**src/sv/imhq_pkg.sv**
```systemverilog
// ============================================================================
// imhq_pkg
// Shared constants, codes and controller/datapath interface types.
// ============================================================================
package imhq_pkg;

    localparam int CAPACITY = 1024;
    localparam int KEY_BITS = 32;
    localparam int ADDR_W   = $clog2(CAPACITY);
    localparam int CNT_W    = ADDR_W + 1;
    localparam int VX_W     = CNT_W;
    localparam int REQ_W    = 3;
    localparam int ST_W     = 2;
    localparam int S_DATA_W = ((VX_W + KEY_BITS + 7) / 8) * 8;
    localparam int M_DATA_W = ((VX_W + KEY_BITS + CNT_W + 7) / 8) * 8;

    localparam logic [CNT_W-1:0] CAP_CNT  = CNT_W'(CAPACITY);
    localparam logic [CNT_W-1:0] LAST_CNT = CNT_W'(CAPACITY - 1);

    localparam logic [REQ_W-1:0] REQ_CLEAR    = 3'd0;
    localparam logic [REQ_W-1:0] REQ_APPEND   = 3'd1;
    localparam logic [REQ_W-1:0] REQ_BUILD    = 3'd2;
    localparam logic [REQ_W-1:0] REQ_INSERT   = 3'd3;
    localparam logic [REQ_W-1:0] REQ_EXTRACT  = 3'd4;
    localparam logic [REQ_W-1:0] REQ_INCREASE = 3'd5;

    localparam logic [ST_W-1:0] ST_OK    = 2'd0;
    localparam logic [ST_W-1:0] ST_FULL  = 2'd1;
    localparam logic [ST_W-1:0] ST_EMPTY = 2'd2;
    localparam logic [ST_W-1:0] ST_BAD   = 2'd3;

    typedef enum logic [4:0] {
        DP_NOP, DP_ACCEPT, DP_SET_ST, DP_CLR_START, DP_SWEEP, DP_APPEND,
        DP_POS_RD, DP_INS_WR, DP_UP_RD, DP_UP_CAP, DP_SWAP1, DP_SWAP2,
        DP_INC_CAP, DP_INC_WR, DP_INC_VCAP, DP_EX_RD1, DP_EX_RDN, DP_EX_CAPN,
        DP_EX_CLR, DP_DN_RDL, DP_DN_RDR, DP_DN_CAPR, DP_BLD_INIT, DP_BLD_RD,
        DP_BLD_CAP, DP_BLD_DEC, DP_OUT
    } dp_op_t;

    typedef struct packed {
        dp_op_t          op;
        logic [ST_W-1:0] st_code;
    } dp_cmd_t;

    typedef struct packed {
        logic [REQ_W-1:0] req_type;
        logic             full;
        logic             empty;
        logic             vx_ok;
        logic             pos_used;
        logic             inc_absent;
        logic             up_more;
        logic             up_greater;
        logic             dn_has_l;
        logic             big_set;
        logic             bld_zero;
        logic             sweep_last;
        logic             out_free;
    } dp_status_t;

    typedef enum logic [4:0] {
        S_INIT_SWEEP, S_IDLE, S_DISPATCH, S_CLR_SWEEP, S_INS_CHK, S_INC_CHK,
        S_INC_WR, S_INC_VCAP, S_UP_TEST, S_UP_CAP, S_UP_SWAP1, S_UP_SWAP2,
        S_EX_RDN, S_EX_CAPN, S_EX_SWAP1, S_EX_SWAP2, S_EX_CLR, S_DN_TEST,
        S_DN_RDR, S_DN_CAPR, S_DN_DEC, S_DN_SWAP1, S_DN_SWAP2, S_BLD_TEST,
        S_BLD_CAP, S_OUT
    } state_t;

    function automatic logic [ADDR_W-1:0] slot_addr(input logic [CNT_W-1:0] slot);
        logic [CNT_W-1:0] tmp;
        tmp = slot - 1'b1;
        return tmp[ADDR_W-1:0];
    endfunction

endpackage

```
**src/sv/imhq_ctrl.sv**
```systemverilog
// ============================================================================
// imhq_ctrl
// Sequencer for the heap operations, issuing one datapath command per cycle.
// ============================================================================
module imhq_ctrl (
    input  logic                 aclk,
    input  logic                 aresetn,
    input  logic                 s_tvalid,
    output logic                 s_tready,
    input  imhq_pkg::dp_status_t status,
    output imhq_pkg::dp_cmd_t    cmd
);

    imhq_pkg::state_t state_reg, state_next;
    logic build_reg, build_next;
    logic dn_done;

    always_ff @(posedge aclk) begin
        if (!aresetn) begin
            state_reg <= imhq_pkg::S_INIT_SWEEP;
            build_reg <= 1'b0;
        end else begin
            state_reg <= state_next;
            build_reg <= build_next;
        end
    end

    always_comb begin
        state_next  = state_reg;
        build_next  = build_reg;
        cmd.op      = imhq_pkg::DP_NOP;
        cmd.st_code = imhq_pkg::ST_OK;
        s_tready    = 1'b0;
        dn_done     = 1'b0;
        case (state_reg)
            imhq_pkg::S_INIT_SWEEP: begin
                cmd.op = imhq_pkg::DP_SWEEP;
                if (status.sweep_last) begin
                    state_next = imhq_pkg::S_IDLE;
                end
            end
            imhq_pkg::S_IDLE: begin
                s_tready = 1'b1;
                if (s_tvalid) begin
                    cmd.op     = imhq_pkg::DP_ACCEPT;
                    state_next = imhq_pkg::S_DISPATCH;
                end
            end
            imhq_pkg::S_DISPATCH: begin
                build_next = (status.req_type == imhq_pkg::REQ_BUILD);
                state_next = imhq_pkg::S_OUT;
                case (status.req_type)
                    imhq_pkg::REQ_CLEAR: begin
                        cmd.op     = imhq_pkg::DP_CLR_START;
                        state_next = imhq_pkg::S_CLR_SWEEP;
                    end
                    imhq_pkg::REQ_APPEND: begin
                        if (status.full) begin
                            cmd.op      = imhq_pkg::DP_SET_ST;
                            cmd.st_code = imhq_pkg::ST_FULL;
                        end else begin
                            cmd.op = imhq_pkg::DP_APPEND;
                        end
                    end
                    imhq_pkg::REQ_BUILD: begin
                        cmd.op     = imhq_pkg::DP_BLD_INIT;
                        state_next = imhq_pkg::S_BLD_TEST;
                    end
                    imhq_pkg::REQ_INSERT: begin
                        if (status.full) begin
                            cmd.op      = imhq_pkg::DP_SET_ST;
                            cmd.st_code = imhq_pkg::ST_FULL;
                        end else if (!status.vx_ok) begin
                            cmd.op      = imhq_pkg::DP_SET_ST;
                            cmd.st_code = imhq_pkg::ST_BAD;
                        end else begin
                            cmd.op     = imhq_pkg::DP_POS_RD;
                            state_next = imhq_pkg::S_INS_CHK;
                        end
                    end
                    imhq_pkg::REQ_EXTRACT: begin
                        if (status.empty) begin
                            cmd.op      = imhq_pkg::DP_SET_ST;
                            cmd.st_code = imhq_pkg::ST_EMPTY;
                        end else begin
                            cmd.op     = imhq_pkg::DP_EX_RD1;
                            state_next = imhq_pkg::S_EX_RDN;
                        end
                    end
                    imhq_pkg::REQ_INCREASE: begin
                        if (!status.vx_ok) begin
                            cmd.op      = imhq_pkg::DP_SET_ST;
                            cmd.st_code = imhq_pkg::ST_BAD;
                        end else begin
                            cmd.op     = imhq_pkg::DP_POS_RD;
                            state_next = imhq_pkg::S_INC_CHK;
                        end
                    end
                    default: begin
                    end
                endcase
            end
            imhq_pkg::S_CLR_SWEEP: begin
                cmd.op = imhq_pkg::DP_SWEEP;
                if (status.sweep_last) begin
                    state_next = imhq_pkg::S_OUT;
                end
            end
            imhq_pkg::S_INS_CHK: begin
                if (status.pos_used) begin
                    cmd.op      = imhq_pkg::DP_SET_ST;
                    cmd.st_code = imhq_pkg::ST_BAD;
                    state_next  = imhq_pkg::S_OUT;
                end else begin
                    cmd.op     = imhq_pkg::DP_INS_WR;
                    state_next = imhq_pkg::S_UP_TEST;
                end
            end
            imhq_pkg::S_INC_CHK: begin
                if (status.inc_absent) begin
                    cmd.op      = imhq_pkg::DP_SET_ST;
                    cmd.st_code = imhq_pkg::ST_BAD;
                    state_next  = imhq_pkg::S_OUT;
                end else begin
                    cmd.op     = imhq_pkg::DP_INC_CAP;
                    state_next = imhq_pkg::S_INC_WR;
                end
            end
            imhq_pkg::S_INC_WR: begin
                cmd.op     = imhq_pkg::DP_INC_WR;
                state_next = imhq_pkg::S_INC_VCAP;
            end
            imhq_pkg::S_INC_VCAP: begin
                cmd.op     = imhq_pkg::DP_INC_VCAP;
                state_next = imhq_pkg::S_UP_TEST;
            end
            imhq_pkg::S_UP_TEST: begin
                if (status.up_more) begin
                    cmd.op     = imhq_pkg::DP_UP_RD;
                    state_next = imhq_pkg::S_UP_CAP;
                end else begin
                    state_next = imhq_pkg::S_OUT;
                end
            end
            imhq_pkg::S_UP_CAP: begin
                cmd.op     = imhq_pkg::DP_UP_CAP;
                state_next = status.up_greater ? imhq_pkg::S_UP_SWAP1 : imhq_pkg::S_OUT;
            end
            imhq_pkg::S_UP_SWAP1: begin
                cmd.op     = imhq_pkg::DP_SWAP1;
                state_next = imhq_pkg::S_UP_SWAP2;
            end
            imhq_pkg::S_UP_SWAP2: begin
                cmd.op     = imhq_pkg::DP_SWAP2;
                state_next = imhq_pkg::S_UP_TEST;
            end
            imhq_pkg::S_EX_RDN: begin
                cmd.op     = imhq_pkg::DP_EX_RDN;
                state_next = imhq_pkg::S_EX_CAPN;
            end
            imhq_pkg::S_EX_CAPN: begin
                cmd.op     = imhq_pkg::DP_EX_CAPN;
                state_next = imhq_pkg::S_EX_SWAP1;
            end
            imhq_pkg::S_EX_SWAP1: begin
                cmd.op     = imhq_pkg::DP_SWAP1;
                state_next = imhq_pkg::S_EX_SWAP2;
            end
            imhq_pkg::S_EX_SWAP2: begin
                cmd.op     = imhq_pkg::DP_SWAP2;
                state_next = imhq_pkg::S_EX_CLR;
            end
            imhq_pkg::S_EX_CLR: begin
                cmd.op     = imhq_pkg::DP_EX_CLR;
                state_next = imhq_pkg::S_DN_TEST;
            end
            imhq_pkg::S_DN_TEST: begin
                if (status.dn_has_l) begin
                    cmd.op     = imhq_pkg::DP_DN_RDL;
                    state_next = imhq_pkg::S_DN_RDR;
                end else begin
                    dn_done = 1'b1;
                end
            end
            imhq_pkg::S_DN_RDR: begin
                cmd.op     = imhq_pkg::DP_DN_RDR;
                state_next = imhq_pkg::S_DN_CAPR;
            end
            imhq_pkg::S_DN_CAPR: begin
                cmd.op     = imhq_pkg::DP_DN_CAPR;
                state_next = imhq_pkg::S_DN_DEC;
            end
            imhq_pkg::S_DN_DEC: begin
                if (status.big_set) begin
                    state_next = imhq_pkg::S_DN_SWAP1;
                end else begin
                    dn_done = 1'b1;
                end
            end
            imhq_pkg::S_DN_SWAP1: begin
                cmd.op     = imhq_pkg::DP_SWAP1;
                state_next = imhq_pkg::S_DN_SWAP2;
            end
            imhq_pkg::S_DN_SWAP2: begin
                cmd.op     = imhq_pkg::DP_SWAP2;
                state_next = imhq_pkg::S_DN_TEST;
            end
            imhq_pkg::S_BLD_TEST: begin
                if (status.bld_zero) begin
                    state_next = imhq_pkg::S_OUT;
                end else begin
                    cmd.op     = imhq_pkg::DP_BLD_RD;
                    state_next = imhq_pkg::S_BLD_CAP;
                end
            end
            imhq_pkg::S_BLD_CAP: begin
                cmd.op     = imhq_pkg::DP_BLD_CAP;
                state_next = imhq_pkg::S_DN_TEST;
            end
            imhq_pkg::S_OUT: begin
                if (status.out_free) begin
                    cmd.op     = imhq_pkg::DP_OUT;
                    state_next = imhq_pkg::S_IDLE;
                end
            end
            default: begin
                state_next = imhq_pkg::S_IDLE;
            end
        endcase
        if (dn_done) begin
            if (build_reg) begin
                cmd.op     = imhq_pkg::DP_BLD_DEC;
                state_next = imhq_pkg::S_BLD_TEST;
            end else begin
                state_next = imhq_pkg::S_OUT;
            end
        end
    end

endmodule

```
**config.mk**
```make
export PLATFORM = sky130hd
export DESIGN_NAME = imhq_ctrl
export DESIGN_NICKNAME = d
export VERILOG_FILES = /design/src/sv/imhq_pkg.sv /design/src/sv/imhq_ctrl.sv
export SDC_FILE = /design/constraint.sdc
export NUM_CORES = 1
export LEC_CHECK = 0
export BUFFER_PORTS_ARGS = -buffer_cell sky130_fd_sc_hd__buf_2
export CAP_MARGIN = 20
export CORE_MARGIN = 5
export CORE_UTILIZATION = 55
export CTS_CLUSTER_SIZE = 20
export DETAILED_ROUTE_END_ITERATION = 8
export HOLD_SLACK_MARGIN = 0.06
export PLACE_DENSITY = 0.92
export SYNTH_ARGS = -nofsm -noshare
export SYNTH_HDL_FRONTEND = slang
export SYNTH_SLANG_ARGS = --single-unit
```
**constraint.sdc**
```tcl
create_clock -name aclk -period 2.1 [get_ports aclk]
set_input_delay 0.42 -clock aclk [delete_from_list [all_inputs] [get_ports aclk]]
set_output_delay 0.42 -clock aclk [all_outputs]
set_load 0.01 [all_outputs]
```
After elaboration in Yosys (flattened, before gate mapping)
Index checks and enable logic that the tools add are counted.

cells by class
  mux-type cells = 45
  equality and inequality tests = 36
  reductions and logical operators = 8
  div/mod/pow operators = 0
  add/sub/neg operators = 0
  order comparisons = 0
  multipliers = 0
  shift operators = 0
  bitwise operators = 0

operators by type and width
  cell                                                  count
  one-hot mux 5 bit (23 select lines)                   1
  two-way mux 5 bit                                     20
  one-hot mux 5 bit (20 select lines)                   1
  equality test 5 bit (second input constant)           10
  equality test 5 x 4 -> 1 bit (second input constant)  8
  one-hot mux 5 bit (6 select lines)                    1
  one-hot mux 5 bit (5 select lines)                    1
  equality test 5 x 3 -> 1 bit (second input constant)  4
  inequality test 3 bit (second input constant)         6
  two-way mux 4 bit                                     4
  equality test 5 x 2 -> 1 bit (second input constant)  2
  two-way mux 3 bit                                     3
  OR reduction 3 bit                                    3
  two-way mux 2 bit                                     4
  one-hot mux 2 bit (4 select lines)                    1
  two-way mux 7 bit                                     1
  equality test 3 x 2 -> 1 bit (second input constant)  2
  equality test 3 bit (second input constant)           2
  two-way mux 1 bit                                     6
  one-hot mux 2 bit (3 select lines)                    1
  AND reduction 6 bit                                   1
  equality test 5 x 1 -> 1 bit (second input constant)  1
  logical NOT 5 bit                                     1
  OR reduction 2 bit                                    2
  other kinds (3)                                       3

storage, ports and cells
  ROM bits = 0
  input port bits = 18
  output and inout port bits = 8
  memories = 0
  bits in writable memories = 0
  register bits = 6
  latch bits = 0

Depth between registers and ports, before layout
  depth after elaboration = 6
  depth in mapped cells = 8
  gate-level depth less buffers = 5

Worst setup path after synthesis
Ideal clock, no wire load.

  kind = input-to-output
  start = input status[12] (netlist name)
  end = output cmd[4] (netlist name)
  arrival time = 1.655 ns
  buffers on the path = 1
  stages = 5
  required time = 1.680 ns
  path slack = 0.025 ns
  cell sequence = clkbuf_1 -> or3b_2 -> nand2b_1 -> nor4b_1 -> o22ai_1

RTL lines
  what             RTL line         source
  start, declared  imhq_ctrl.sv:10  input imhq_pkg::dp_status_t status,
  end, declared    imhq_ctrl.sv:11  output imhq_pkg::dp_cmd_t cmd

==> summary.txt <==
Drt
  • Total wire length: 5430 µm
  • Drt pass-1 iters: 5
  • DR DRC count: 0
  • Drt wl/cell: 21.1 µm
  • DRT antenna net count: 0
  • DR vias: 1831
  • DR iter-0 viols: 237
  • Vias per inst: 7.12

Clock tree
  • Longest Clk Path Bufs: 2
  • Clock latency on the worst-skew pair: 250 ps
  • TritonCTS clock tree: done
  • Clock buffer count from CTS: 3
  • Clk sinks: 6
  • Worst-path clk slew: 50 ps
  • Max H-tree Level: 1
  • Root buffer cell: clkbuf_4
  • Cts-stage hold buffer count: 0

GRT
  • Initial antenna violation count: 0
  • Vias in the first global route: 1638
  • All-Layer GR Usage: 28.7%
  • Largest net degree at the start of global routing: 29
  • Global-route wire length before repair: 7640 µm
  • GRT overflow: 0

STA
  • Unrepaired setup endpoints after global routing: yes
  • Worst-Margin Slew: 412 ps
  • Final Critical Period: 2250 ps
  • Worst hold margin: 505 ps
  • Final hold vios: 0
  • Fin crit share: 107%
  • Max Slew Vio Count: 0
  • Clk_skew: 5.39 ps
  • Fmax achieved: 444 MHz
  • Relative slew slack: 72.5%
  • Endpoints failing setup: 6
  • Worst setup margin: -153 ps

Synth
  • Simple-gate share of the synthesized area: 38.5%
  • Count leader, synth: nor2_1
  • Adder-cell share of the synthesized area: 0%
  • Synth Flop Type: dfxtp_1
  • Synthesized netlist cell count: 188
  • Seq/Total Area, Yosys: 9.52%
  • XOR/XNOR share of the synthesized area: 1.39%
  • Ranking of synthesized cells by area: dfxtp_1, nor2_1, o21ai_0
  • Share of the synthesized area in the top cell type: 9.52%
  • Avg Synthesized Cell Area: 6.71 µm²
  • Area leader, netlist: dfxtp_1
  • Post-Syn Nets: 206
  • Complex-gate fraction of the synthesized area: 38.2%
  • Yosys warns: 0
  • Post-synthesis mux area share: 3.27%
  • Synthesized area: 1260 µm²
  • Asr flop ratio synth: 0%
  • Unique masters post-synth: 60
  • Synthesized flop and latch total: 6
  • Largest family of logic cells by synthesized area: simple AND/OR/NAND/NOR gates
  • Post-synth EDFFs: 0
  • Synth top cells by count: nor2_1, nand2_1, o21ai_0, a21oi_1

Pwr
  • Max IR drop VDD: 0.000394 V
  • Leak: 0.738 nW
  • Pwr Density: 305 nW/µm²
  • Total power: 539 µW

Run
  • MaxCap Viol Count: 0

Final layout
  • Max reg flops: 5
  • # fillers: 147
  • Area delta synth->final: 40.3%
  • Non-Filler Instances: 257
  • Diodes inserted: 0
  • Layout cells sized above 1: 41.5%
  • Fin nets: 249

Place
  • RePlAce Congestion: 1.04
  • Number of buffers added on ports: 25
  • Placed Instances: 247
  • Final HPWL DP: 3290 µm

Worst setup path
  • CP max stage cell: dfxtp_4
  • CP peak stage delay: 380 ps
  • CP max FO: 28
  • WP data required: 1680 ps
  • CP endpoint kind: output pin
  • WP data arrival: 1830 ps
  • Worst Setup SP: state_reg[4]$_SDFFE_PN0P_
  • CP dominant cell by count: o21ai_0
  • Crit start category: flop
  • WS Path Type: flop to output pin
  • WP buf/inv: 2
  • CP top delay family: compound AO/OA/AOI/OAI gates
  • Worst r2r src: state_reg[1]$_SDFFE_PN0P_
  • Worst path cell trace: buf_12 -> nor2b_1 -> o21ai_0 -> a21oi_1 -> o21ai_0 -> nand3_2 -> buf_6

Min path
  • HP Start: status[1]
  • Hold Path Class: input pin to flop

Status
  • Outcome: finished, violations left
  • Violated checks: negative setup slack

Floorplan
  • Initial Utilization: 57.6%
  • Die X: 57.9 µm
  • Core Rows: 17
  • Core Box Area: 2190 µm²
  • Die area: 3350 µm²
  • Die Ht: 57.9 µm
  • Top-Level Pins: 26
cell type report:
cell class,instances,area [µm²],share of cell area [%]
Timing Repair Buffer,56,404,22.8
Clock buffer,3,22.5,1.27
Tap cell,28,35.0,1.98
Sequential cell,6,134,7.57
Multi-Input combinational cell,158,1150,65.0
Inverter,6,23.8,1.34
logic make-up after synthesis:
kind of cell | Yosys count
DFF | 6
AOI/OAI and AO/OA | 65
xor gates and xnor gates | 2
muxes | 4
and+or+nand+nor | 87
buffers and inverters | 24
metrics by stage:
step	cell area (µm²)	utilization (%)	setup slack [ps]	setup TNS, ps
3_3_place_gp	1530	70.0	91.6	0
3_5_place_dp	1530	70.0	63.4	0
5_1_grt	1770	80.8	-257	-931
6_report	1770	80.8	-153	-451
4_1_cts	1660	75.7	-86.5	-254
2_1_floorplan	1260	-	24.8	0
layout by cell type (no fill, tap or decap), types with 2 or more instances in the layout:
cell type | synthesis | routed
nand2b_1 | 7 | 6
clkbuf_4 | 0 | 3
mux2i_1 | 3 | 3
dfxtp_4 | 0 | 3
nor3b_1 | 3 | 2
o21ai_0 | 13 | 12
nand4_1 | 3 | 3
nor2b_1 | 7 | 6
a22o_1 | 3 | 3
nor3_1 | 5 | 4
or2b_1 | 3 | 2
a21boi_1 | 2 | 2
nor2_1 | 21 | 19
buf_2 | 8 | 24
nor4_1 | 2 | 2
buf_12 | 0 | 2
inv_1 | 5 | 5
nand2_1 | 17 | 16
buf_6 | 2 | 5
dfxtp_2 | 0 | 2
a21oi_1 | 9 | 8
nand3_1 | 3 | 2
a22oi_2 | 0 | 2
xnor2_1 | 2 | 2
o31ai_1 | 2 | 2
o22ai_1 | 7 | 7
a31oi_1 | 3 | 3
a211oi_1 | 4 | 3
or3b_2 | 2 | 2
buf_4 | 0 | 25
or2_2 | 2 | 2
tightest hold or removal path: stages:
cell	delay, ps
buf_2	110
o31a_1	130
a21boi_1	50
routing by layer:
metal,wire (µm),GRT usage (%),share of wire [%]
met1,2040,34.0,38
met2,2440,49.0,45
met3,559,6.46,10
met4,388,13.2,7.2
met5,0,0,0
report_power, final:
group | switching [mW] | internal, mW | total [mW] | leakage [nW]
registers | 0.0118 | 0.118 | 0.130 | 0.0518
logic | 0.173 | 0.128 | 0.301 | 0.672
clock network | 0.0432 | 0.0647 | 0.108 | 0.0138
timing repair:
| action | CTS | global route |
|---|---|---|
| pin swaps | 6 | 9 |
| cloned | 0 | 0 |
| endpoints found under the setup margin | 7 | 10 |
| resized for setup | 17 | 23 |
| buffers inserted | 5 | 2 |
path summary, 6_finish.rpt:
| check | slack (ps) | endpoint | depth (start not counted) |
|---|---|---|---|
| setup / recovery | -150 | cmd[2] | 7 |
| hold / removal | 510 | state_reg[1]$_SDFFE_PN0P_ | 3 |
| setup reg to reg | 90 | state_reg[1]$_SDFFE_PN0P_ | 9 |
| hold reg to reg | 600 | state_reg[3]$_SDFFE_PN0P_ | 2 |
(Power assumes the default switching activity.)
